--- config.mk ---
export PLATFORM = sky130hd
export DESIGN_NAME = deadzone_hysteresis_quantizer_unit
export DESIGN_NICKNAME = d
export VERILOG_FILES = /design/src/rtl/dzq_pkg.sv /design/src/rtl/dzq_scan.sv /design/src/rtl/deadzone_hysteresis_quantizer_unit.sv
export SDC_FILE = /design/constraint.sdc
export NUM_CORES = 1
export LEC_CHECK = 0
export BUFFER_PORTS_ARGS = -buffer_cell sky130_fd_sc_hd__buf_2
export CAP_MARGIN = 20
export CORE_MARGIN = 3
export CORE_UTILIZATION = 64
export CTS_CLUSTER_DIAMETER = 150
export DETAILED_ROUTE_END_ITERATION = 8
export PLACE_DENSITY = 0.83
export SLEW_MARGIN = 20
export SYNTH_ARGS = -nofsm -noshare
export SYNTH_HDL_FRONTEND = slang
export SYNTH_SLANG_ARGS = --single-unit
--- constraint.sdc ---
create_clock -name i_clk -period 11.2 [get_ports i_clk]
set_clock_uncertainty 0.1 [all_clocks]
set_input_delay 0.56 -clock i_clk [delete_from_list [all_inputs] [get_ports i_clk]]
set_output_delay 0.56 -clock i_clk [all_outputs]
set_load 0.02 [all_outputs]
--- src/rtl/dzq_pkg.sv ---
package dzq_pkg;

    // fixed field widths
    localparam int LEVEL_W   = 6;
    localparam int SIZE_W    = 10;
    localparam int BAND_W    = 6;
    localparam int COUNT_W   = 6;
    localparam int SCALE_W   = 11;
    localparam int CFG_IDX_W = 2;
    localparam int CFG_DAT_W = 11;
    localparam int MDATA_W   = 8;

    // upper bound on middle-area tests per sample
    localparam int MAX_AREAS = 63;

    // signed width for the sample and boundary compares; holds samples up to 16 bits and sz*(i+1)
    localparam int ARITH_W = 19;
    // accumulated boundary sz*i, i below 64
    localparam int BASE_W  = 17;

    // configuration register indexes
    localparam logic [CFG_IDX_W-1:0] CFG_AREA_SIZE  = 2'd0;
    localparam logic [CFG_IDX_W-1:0] CFG_DEAD_BAND  = 2'd1;
    localparam logic [CFG_IDX_W-1:0] CFG_AREA_COUNT = 2'd2;
    localparam logic [CFG_IDX_W-1:0] CFG_FULL_SCALE = 2'd3;

    typedef struct packed {
        logic [SIZE_W-1:0]  area_size;
        logic [BAND_W-1:0]  dead_band;
        logic [COUNT_W-1:0] area_count;
        logic [SCALE_W-1:0] full_scale;
    } t_cfg;

    typedef struct packed {
        logic load;     // latch sample, restart scan at area 1
        logic step;     // advance to next area boundary
    } t_scan_ctrl;

    typedef struct packed {
        logic               bot_hit;
        logic               mid_hit;
        logic               mid_more;
        logic               top_hit;
        logic [LEVEL_W-1:0] idx;
    } t_scan_stat;

endpackage

--- src/rtl/dzq_scan.sv ---
module dzq_scan #(
    parameter int SAMPLE_BITS = 10
) (
    input  logic                    i_clk,
    input  dzq_pkg::t_cfg           i_cfg,
    input  dzq_pkg::t_scan_ctrl     i_ctrl,
    input  logic [SAMPLE_BITS-1:0]  i_sample,
    output dzq_pkg::t_scan_stat     o_stat
);
    import dzq_pkg::*;

    logic [SAMPLE_BITS-1:0] r_smp;
    logic [BASE_W-1:0]      r_base;
    logic [LEVEL_W-1:0]     r_idx;

    logic signed [ARITH_W-1:0] s_x;
    logic signed [ARITH_W-1:0] sz_x;
    logic signed [ARITH_W-1:0] db_x;
    logic signed [ARITH_W-1:0] fs_x;
    logic signed [ARITH_W-1:0] base_x;

    // boundary accumulator: base = area_size * idx, no multiplier
    always_ff @(posedge i_clk) begin
        if (i_ctrl.load) begin
            r_smp  <= i_sample;
            r_base <= BASE_W'(i_cfg.area_size);
            r_idx  <= LEVEL_W'(1);
        end else if (i_ctrl.step) begin
            r_base <= r_base + BASE_W'(i_cfg.area_size);
            r_idx  <= r_idx + LEVEL_W'(1);
        end
    end

    assign s_x    = $signed(ARITH_W'(r_smp));
    assign sz_x   = $signed(ARITH_W'(i_cfg.area_size));
    assign db_x   = $signed(ARITH_W'(i_cfg.dead_band));
    assign fs_x   = $signed(ARITH_W'(i_cfg.full_scale));
    assign base_x = $signed(ARITH_W'(r_base));

    always_comb begin
        o_stat.bot_hit  = s_x < (sz_x - db_x);
        o_stat.mid_hit  = (s_x > (base_x + db_x)) && (s_x < (base_x + sz_x - db_x));
        o_stat.mid_more = (r_idx < i_cfg.area_count) &&
                          ({2'b00, r_idx} < 8'(MAX_AREAS));
        o_stat.top_hit  = s_x > (fs_x - db_x);
        o_stat.idx      = r_idx;
    end

endmodule

--- src/rtl/deadzone_hysteresis_quantizer_unit.sv ---
// channel | dir | tdata fields (lsb up)              | notes
// s_axis  | in  | sample[SAMPLE_BITS-1:0], zero pad  | one raw converter reading
// m_axis  | out | level[5:0], changed[6], zero[7]    | one result per sample
// cfg     | in  | we / idx[1:0] / data[10:0]         | area_size, dead_band, area_count, full_scale
//
// a sample runs the bottom test, the middle areas and the top test in turn, stopping at the
// first one that hits, before its result is handed off; the next sample is accepted only
// once the scan is back in idle; the scan uses a single compare unit that walks the area
// boundaries one per cycle
// synchronous active-low reset: config returns to 18/5/55/1024, last level to 0
// the output register holds a result while the next sample is accepted and scanned;
// the scan only stalls in its final state while that register is still occupied
module deadzone_hysteresis_quantizer_unit #(
    parameter int SAMPLE_BITS = 10
) (
    input  logic                                   i_clk,
    input  logic                                   i_rst_n,
    // slave stream
    input  logic                                   i_s_axis_tvalid,
    output logic                                   o_s_axis_tready,
    input  logic [((SAMPLE_BITS+7)/8)*8-1:0]       i_s_axis_tdata,  // sample, zero pad
    // master stream
    output logic                                   o_m_axis_tvalid,
    input  logic                                   i_m_axis_tready,
    output logic [dzq_pkg::MDATA_W-1:0]            o_m_axis_tdata,  // level, changed, zero
    // configuration write port
    input  logic                                   i_cfg_we,
    input  logic [dzq_pkg::CFG_IDX_W-1:0]          i_cfg_idx,
    input  logic [dzq_pkg::CFG_DAT_W-1:0]          i_cfg_data
);
    import dzq_pkg::*;

    typedef enum logic [4:0] {
        S_IDLE = 5'b00001,
        S_BOT  = 5'b00010,
        S_MID  = 5'b00100,
        S_TOP  = 5'b01000,
        S_FIN  = 5'b10000
    } t_state;

    t_state r_state, n_state;

    t_cfg               r_cfg;
    logic [LEVEL_W-1:0] r_last;
    logic [LEVEL_W-1:0] r_res, n_res;
    logic               r_ov;
    logic [LEVEL_W-1:0] r_olevel;
    logic               r_ochg;

    t_scan_ctrl scan_ctrl;
    t_scan_stat scan_stat;

    logic s_fire;
    logic m_fire;
    logic fin_fire;

    // no transaction is taken while reset is held
    assign o_s_axis_tready = (r_state == S_IDLE) && i_rst_n;
    assign s_fire          = i_s_axis_tvalid && o_s_axis_tready;
    assign m_fire          = r_ov && i_m_axis_tready;
    // final state hands off once the output register is free or being drained
    assign fin_fire        = (r_state == S_FIN) && (!r_ov || i_m_axis_tready);

    // configuration registers
    always_ff @(posedge i_clk) begin
        if (!i_rst_n) begin
            r_cfg.area_size  <= SIZE_W'(18);
            r_cfg.dead_band  <= BAND_W'(5);
            r_cfg.area_count <= COUNT_W'(55);
            r_cfg.full_scale <= SCALE_W'(1024);
        end else if (i_cfg_we) begin
            unique case (i_cfg_idx)
                CFG_AREA_SIZE:  r_cfg.area_size  <= i_cfg_data[SIZE_W-1:0];
                CFG_DEAD_BAND:  r_cfg.dead_band  <= i_cfg_data[BAND_W-1:0];
                CFG_AREA_COUNT: r_cfg.area_count <= i_cfg_data[COUNT_W-1:0];
                CFG_FULL_SCALE: r_cfg.full_scale <= i_cfg_data[SCALE_W-1:0];
                default: ;
            endcase
        end
    end

    dzq_scan #(
        .SAMPLE_BITS (SAMPLE_BITS)
    ) u_scan (
        .i_clk    (i_clk),
        .i_cfg    (r_cfg),
        .i_ctrl   (scan_ctrl),
        .i_sample (i_s_axis_tdata[SAMPLE_BITS-1:0]),
        .o_stat   (scan_stat)
    );

    // sequencer: bottom test, walk middle areas, top test, hand off
    always_comb begin
        n_state        = r_state;
        n_res          = r_res;
        scan_ctrl.load = 1'b0;
        scan_ctrl.step = 1'b0;
        unique case (r_state)
            S_IDLE: begin
                if (s_fire) begin
                    scan_ctrl.load = 1'b1;
                    n_state        = S_BOT;
                end
            end
            S_BOT: begin
                if (scan_stat.bot_hit) begin
                    n_res   = '0;
                    n_state = S_FIN;
                end else begin
                    n_state = S_MID;
                end
            end
            S_MID: begin
                if (!scan_stat.mid_more) begin
                    n_state = S_TOP;
                end else if (scan_stat.mid_hit) begin
                    n_res   = scan_stat.idx;
                    n_state = S_FIN;
                end else begin
                    scan_ctrl.step = 1'b1;
                end
            end
            S_TOP: begin
                // top test hit gives area_count; if no rule matched, hold the previous level
                n_res   = scan_stat.top_hit ? r_cfg.area_count : r_last;
                n_state = S_FIN;
            end
            S_FIN: begin
                if (fin_fire) begin
                    n_state = S_IDLE;
                end
            end
            default: n_state = S_IDLE;
        endcase
    end

    always_ff @(posedge i_clk) begin
        if (!i_rst_n) begin
            r_state <= S_IDLE;
            r_last  <= '0;
            r_ov    <= 1'b0;
        end else begin
            r_state <= n_state;
            if (fin_fire) begin
                r_last <= r_res;
                r_ov   <= 1'b1;
            end else if (m_fire) begin
                r_ov   <= 1'b0;
            end
        end
    end

    // payload registers
    always_ff @(posedge i_clk) begin
        r_res <= n_res;
        if (fin_fire) begin
            r_olevel <= r_res;
            r_ochg   <= (r_res != r_last);
        end
    end

    assign o_m_axis_tvalid = r_ov;
    assign o_m_axis_tdata  = {1'b0, r_ochg, r_olevel};

    // a transaction on the input always starts the scan with the bottom test
    a_start_bot: assert property (@(posedge i_clk) disable iff (!i_rst_n)
        s_fire |=> (r_state == S_BOT))
        else $error("scan did not start at bottom test");

    // area index never wraps while walking the middle areas
    a_idx_nonzero: assert property (@(posedge i_clk) disable iff (!i_rst_n)
        (r_state == S_MID) |-> (scan_stat.idx != '0))
        else $error("middle area index wrapped");

    // changed flag matches the level against the one it replaced
    a_changed: assert property (@(posedge i_clk) disable iff (!i_rst_n)
        fin_fire |=> (r_ochg == (r_olevel != $past(r_last))))
        else $error("changed flag inconsistent with level");

    // result register only loaded when it is free or draining this cycle
    a_no_overwrite: assert property (@(posedge i_clk) disable iff (!i_rst_n)
        (fin_fire && r_ov) |-> i_m_axis_tready)
        else $error("pending result overwritten");

endmodule

* Yosys cells after proc, flatten, opt, wreduce, memory -nomap -nowiden
Index checks and enable logic that the tools add are counted.
Cells by class: add/subtract/negate cells 7, reductions and logical operators 18, magnitude comparators 6, multiplexer cells 20, eq/ne operators 15
Operators by type and width (count):
- 11-bit by 19-bit greater-than comparator with 1-bit output | 2
- 11-bit by 19-bit less-than comparator with 1-bit output | 2
- 5-bit 2-to-1 mux | 5
- 5-bit one-hot mux with 5 select lines | 1
- 6-bit 2-to-1 mux | 4
- 10-bit 2-to-1 mux | 2
- 19-bit by 7-bit subtractor with 19-bit output | 1
- 17-bit by 10-bit adder with 18-bit output | 1
- 17-bit by 6-bit adder with 18-bit output | 1
- 6-bit one-hot mux with 3 select lines | 1
- 17-bit by 10-bit adder with 17-bit output | 1
- 11-bit by 6-bit subtractor with 12-bit output | 1
- 10-bit by 6-bit subtractor with 11-bit output | 1
- 2-bit != test, second input constant | 5
- 2-bit AND reduction | 4
- 1-bit 2-to-1 mux | 7
- 6-bit by 1-bit adder with 6-bit output, second input constant | 1
- 1-bit logical AND | 6
- 6-bit less-than comparator | 1
- 6-bit less-than comparator, second input constant | 1
- 6-bit != test | 1
- 5-bit by 1-bit == test with 1-bit output, second input constant | 1
- 5-bit by 2-bit == test with 1-bit output, second input constant | 1
- 5-bit by 3-bit == test with 1-bit output, second input constant | 1
- other kinds (12) | 14
Storage, ports and cells: output and inout port bits 10, register bits 91, input port bits 34, logic and storage cells 80

* Longest topological paths before layout
word-level depth 9, depth in mapped cells 23

* Hierarchy
Synthesis repeated with hierarchy kept, for this count alone.
Second synthesis, totals: cell total of the unflattened synthesis 830, area, all modules 7225.7 um^2
Modules (own cells, without submodules):
- dzq_scan | area each 4873.4 um^2, instances 1, sequential area each 860.8 um^2, cells each 587
- deadzone_hysteresis_quantizer_unit | area each 2352.3 um^2, instances 1, sequential area each 1291.2 um^2, cells each 243

* Least setup slack after synthesis
No wires, ideal clock.
kind register to register, start register u_scan.r_base[0], end register u_scan.r_base[0], enable pin, clock period less this slack 5.196 ns, data arrival time 4.718 ns, slack 6.004 ns, stages on the path, launching flop included 22, required time 10.722 ns, cell sequence edfxtp_1 -> ha_1 -> fa_1 -> a21o_1 -> a21oi_1 -> xnor2_1 -> ha_1 -> o21a_1 -> o31a_1 -> o21ai_0 -> nand2b_1 -> xnor2_1 -> ha_1 -> nand4_1 -> o211a_1 -> o21a_1 -> a2111o_1 -> a211oi_2 -> a22oi_2 -> buf_6 -> buf_2 -> o21ai_1
Between the ends: cells in the longest elaborated chain, start to end 8, elaborated cells on any way between the ends 10, classes of those cells 3 x add/sub; 2 x order compare; 3 x mux; 2 x reduce/logical
RTL lines:
- from (decl) | line dzq_scan.sv:13 | logic [BASE_W-1:0] r_base;
- from (signal assigned) | line dzq_scan.sv:26 | r_base <= BASE_W'(i_cfg.area_size);
- from (signal assigned) | line dzq_scan.sv:29 | r_base <= r_base + BASE_W'(i_cfg.area_size);
- 17-bit by 10-bit adder with 18-bit output | line dzq_scan.sv:42 | o_stat.mid_hit = (s_x > (base_x + db_x)) && (s_x < (base_x + sz_x - db_x));
- 19-bit by 7-bit subtractor with 19-bit output | line dzq_scan.sv:42
- 11-bit by 19-bit less-than comparator with 1-bit output | line dzq_scan.sv:42
- 1-bit logical AND * | line dzq_scan.sv:42
- 1-bit 2-to-1 mux * | line deadzone_hysteresis_quantizer_unit.sv:116 | end else if (scan_stat.mid_hit) begin
- 1-bit 2-to-1 mux * | line deadzone_hysteresis_quantizer_unit.sv:114 | if (!scan_stat.mid_more) begin
- 1-bit 2-to-1 mux * | line deadzone_hysteresis_quantizer_unit.sv:98 | unique case (r_state)
- 2-bit nonzero test (no line) *
Every way passes the cells marked *; elsewhere a longest branch is shown, timed or not. A chain may end at the register's enable or synchronous reset.

* Worst setup path in the final report
start register u_scan.r_base[0], end register u_scan.r_base[6], enable pin
Same word-level chain as after synthesis.

==> reports/metrics.cfg <==
[status]
status = finished clean

[grt]
grt_overflow = 0
grt_pass1_vias = 5748
track_usage_pct = 29.3
grt_max_degree = 45
antenna_found_initial = 0
grt_pass1_wl_um = 27300

[timing]
rsz0062_at_grt = no
min_period_ns = 6.23
fin_crit_sh_pct = 55.6
setup_viol = 0
drv_slew = 0
setup_tns_ns = 0
worst_slack_ns = 4.97
worst_pin_slew_ns = 1.11
hold_viol = 0
max_freq_ghz = 0.161
maxSlewHeadroom_pct = 25.4

[final_layout]
multiInputGateArea_mm2 = 0.00446
postLayoutCoreUtil_pct = 70.5
num_antenna_cells = 0
nets = 911
syn_to_final_growth_pct = 6.31
stdcell_count = 935
register_area_mm2 = 0.00215
fill_cells = 794
drive_gt1_share_pct = 8.51

[place]
dp.cells = 919
place.gp.congestion = 0.926
port_buffers = 36
place_ws_ns = 5.14
hpwl_um = 12900

[floorplanning]
die_area_mm2 = 0.0120
core_mm2 = 0.0104
initial_core_util_pct = 66.3
die_w_um = 110
die_h_um = 110
rows = 37
io_pins = 44

[route]
met3_length_um = 1140
drt-total-wl_um = 16800
drt_pre_antenna_iters = 5
vias_per_cell = 6.34
wl_met1_um = 7210
topRoutingLayerUsed = met4
dr_wl_met2_um = 7840
wire_per_inst_um = 17.9
vias = 5924
drt_iter0_drc = 573
postRouteAntennaNets = 0
drc = 0

[worst_setup_path]
slowest_delay_ns = 0.96
crit_arrival_ns = 6.13
critPathCaptureType = register
cp-start-kind = register
cp_slowest_cell = o21ai_1
cp_num_buf_inv = 0
cp_cell_sequence = ha_1 -> fa_1 -> a21o_1 -> a21oi_1 -> xnor2_1 -> ha_1 -> o21a_1 -> o31a_1 -> o21ai_0 -> nand2b_1 -> xnor2_1 -> ha_1 -> nand4_1 -> o211a_1 -> o21a_1 -> a2111o_1 -> a211oi_2 -> a22oi_2 -> o21ai_1
crit_type = register to register
crit_fanout = 22
required_ns = 11.10
crit_path_frequent_cell = ha_1
cp_top_family = compound AO/OA/AOI/OAI gates

[clock_network]
clk_pin_slew_ns = 0.10
root_buffer = clkbuf_8
worstSkewPairLatency_ns = 0.39
cts.repair.resized = 0
cts_buffers = 9
clock_path_buffers = 2
cts_hold_buffers = 0
h-tree-depth = 3
cts_tree = yes
clock-sinks = 91
cts_setup_buffers = 0

[power]
leakagePower_nw = 3.05
power.density_mw_per_mm2 = 120
ir_drop_mv = 0.0834

[synthesis]
synthFlopType = dfxtp_1
synth_top_area_share_pct = 16.9
ys_warn_count = 0
ys_seq_area_share_pct = 31.3
syn_inst = 776
synth_cell_types = 68
synthTopCellsByArea = dfxtp_1 (17%), edfxtp_1 (14%), ha_1 (14%)
synth-async-reset-ratio_pct = 0
synth_top_cell_by_area = dfxtp_1
ys_ff_latch = 91
synth_nets = 893
synth_area_mm2 = 0.00688
synth.avg_cell_area_um2 = 8.86
synth_edf_count = 33

[job]
max-cap-violations = 0

[min_path]
holdCritPathClass = input pin to register

-- final cells by class --
cell class | instances | share of cell area (%)
clock inverter | 6 | 0.992
tap | 136 | 2.33
sequential | 91 | 29.4
inverter | 39 | 2.00
clock buffer | 10 | 1.75
timing repair buffer | 37 | 2.57
multi-input combinational | 616 | 60.9
-- report_power, final --
| group | internal [mW] | switching, mW | leakage, nW |
|---|---|---|---|
| clock network | 0.107 | 0.131 | 0.103 |
| registers | 0.356 | 0.0159 | 0.774 |
| logic | 0.113 | 0.152 | 2.18 |
-- sequential cells by signal (all words and copies together), names as in the netlist --
name / flops
r_cfg: 33
u_scan.r_base: 17
u_scan.r_smp: 10
r_last: 6
r_olevel: 6
r_res: 6
u_scan.r_idx: 6
r_state: 5
o_m_axis_tvalid: 1
r_ochg: 1
-- metal layers --
layer  GRT usage (%)  vias up
li1                -     2838
met1            36.7     2800
met2            49.3      228
met3            5.11       58
met4            12.9        0
met5               0        -
-- per-stage QoR --
| step | power [mW] | hold slack, ns | area, um2 |
|---|---|---|---|
| 6_report | 0.875 | 0.238 | 7310 |
| 5_1_grt | 0.923 | 0.222 | 7310 |
| 4_1_cts | 0.872 | 0.225 | 7310 |
| 3_5_place_dp | 0.637 | 0.365 | 7110 |
| 3_3_place_gp | 0.621 | 0.359 | 7110 |
| 2_1_floorplan | 0.576 | 0.343 | 6880 |
-- worst reg2reg max path, delay by kind of cell, from the launching register on --
family	cells	cell delay, ns
xor+xnor	2	0.40
simple gates	2	0.30
flops	1	0.43
fa+ha+maj	4	1.33
compound gates	11	3.28
-- cell usage in the layout (no fill, tap or decap), types with 6 or more instances in the layout --
cell,Yosys,final
or4_1,6,6
nor4_1,8,8
a211oi_1,6,6
edfxtp_1,33,33
xor2_1,21,21
o31ai_1,6,6
and3_1,7,7
nand2_1,98,98
or3_1,6,6
nor2_1,29,29
o21ai_0,27,27
nor3b_1,9,8
xnor2_1,27,27
mux2i_1,22,22
buf_2,1,36
nand2b_1,14,14
clkbuf_8,0,9
a21oi_1,50,50
o21a_1,17,17
nor3_1,11,11
dfxtp_1,58,58
a21boi_0,19,19
a211o_1,6,6
ha_1,78,78
inv_1,39,39
a22oi_1,6,6
nor2b_1,22,22
nand3_1,19,19
o211ai_1,13,13
a21o_1,16,16
o21ai_1,7,7
nand4_1,11,11
-- cells by family after synthesis --
kind of cell	count (synthesis)	synth area share, %
buffers and inverters	69	4.00
XOR/XNOR	49	6.35
flip-flops	91	31.3
AND/OR/NAND/NOR	258	18.9
adder cells (fa/ha/maj)	83	15.6
other	1	0.0545
multiplexers	26	3.86
AO/OA/AOI/OAI	199	19.9
-- worst paths after layout --
kind / startpoint / end / depth (start not counted) / slack (ns)
worst max-delay path: u_scan.r_base[0]$_DFFE_PP_ / u_scan.r_base[6]$_DFFE_PP_ / 19 / 4.97
worst min register to register: r_cfg[0]$_SDFFE_PN0P_ / r_cfg[0]$_SDFFE_PN0P_ / 2 / 0.38
worst min-delay path: i_s_axis_tdata[1] / u_scan.r_smp[1]$_DFFE_PP_ / 1 / 0.24
worst max register to register: u_scan.r_base[0]$_DFFE_PP_ / u_scan.r_base[6]$_DFFE_PP_ / 19 / 4.97
-- Yosys cell counts (2+ instances only) --
library cell  number
a211o_1            6
a211oi_1           6
a21boi_0          19
a21o_1            16
a21oi_1           50
a22oi_1            6
and2_1             5
and3_1             7
buf_1              3
buf_4              2
clkbuf_1          23
dfxtp_1           58
edfxtp_1          33
fa_1               5
ha_1              78
inv_1             39
mux2_2             4
mux2i_1           22
nand2_1           98
nand2b_1          14
nand3_1           19
nand3b_1           5
nand4_1           11
nor2_1            29
nor2b_1           22
nor3_1            11
nor3b_1            9
nor4_1             8
o211a_1            2
o211ai_1          13
o21a_1            17
o21ai_0           27
o21ai_1            7
o21bai_1           4
o311a_1            2
o31a_1             2
o31ai_1            6
or2_2              2
or3_1              6
or4_1              6
xnor2_1           27
xor2_1            21
(Power assumes the default switching activity.)
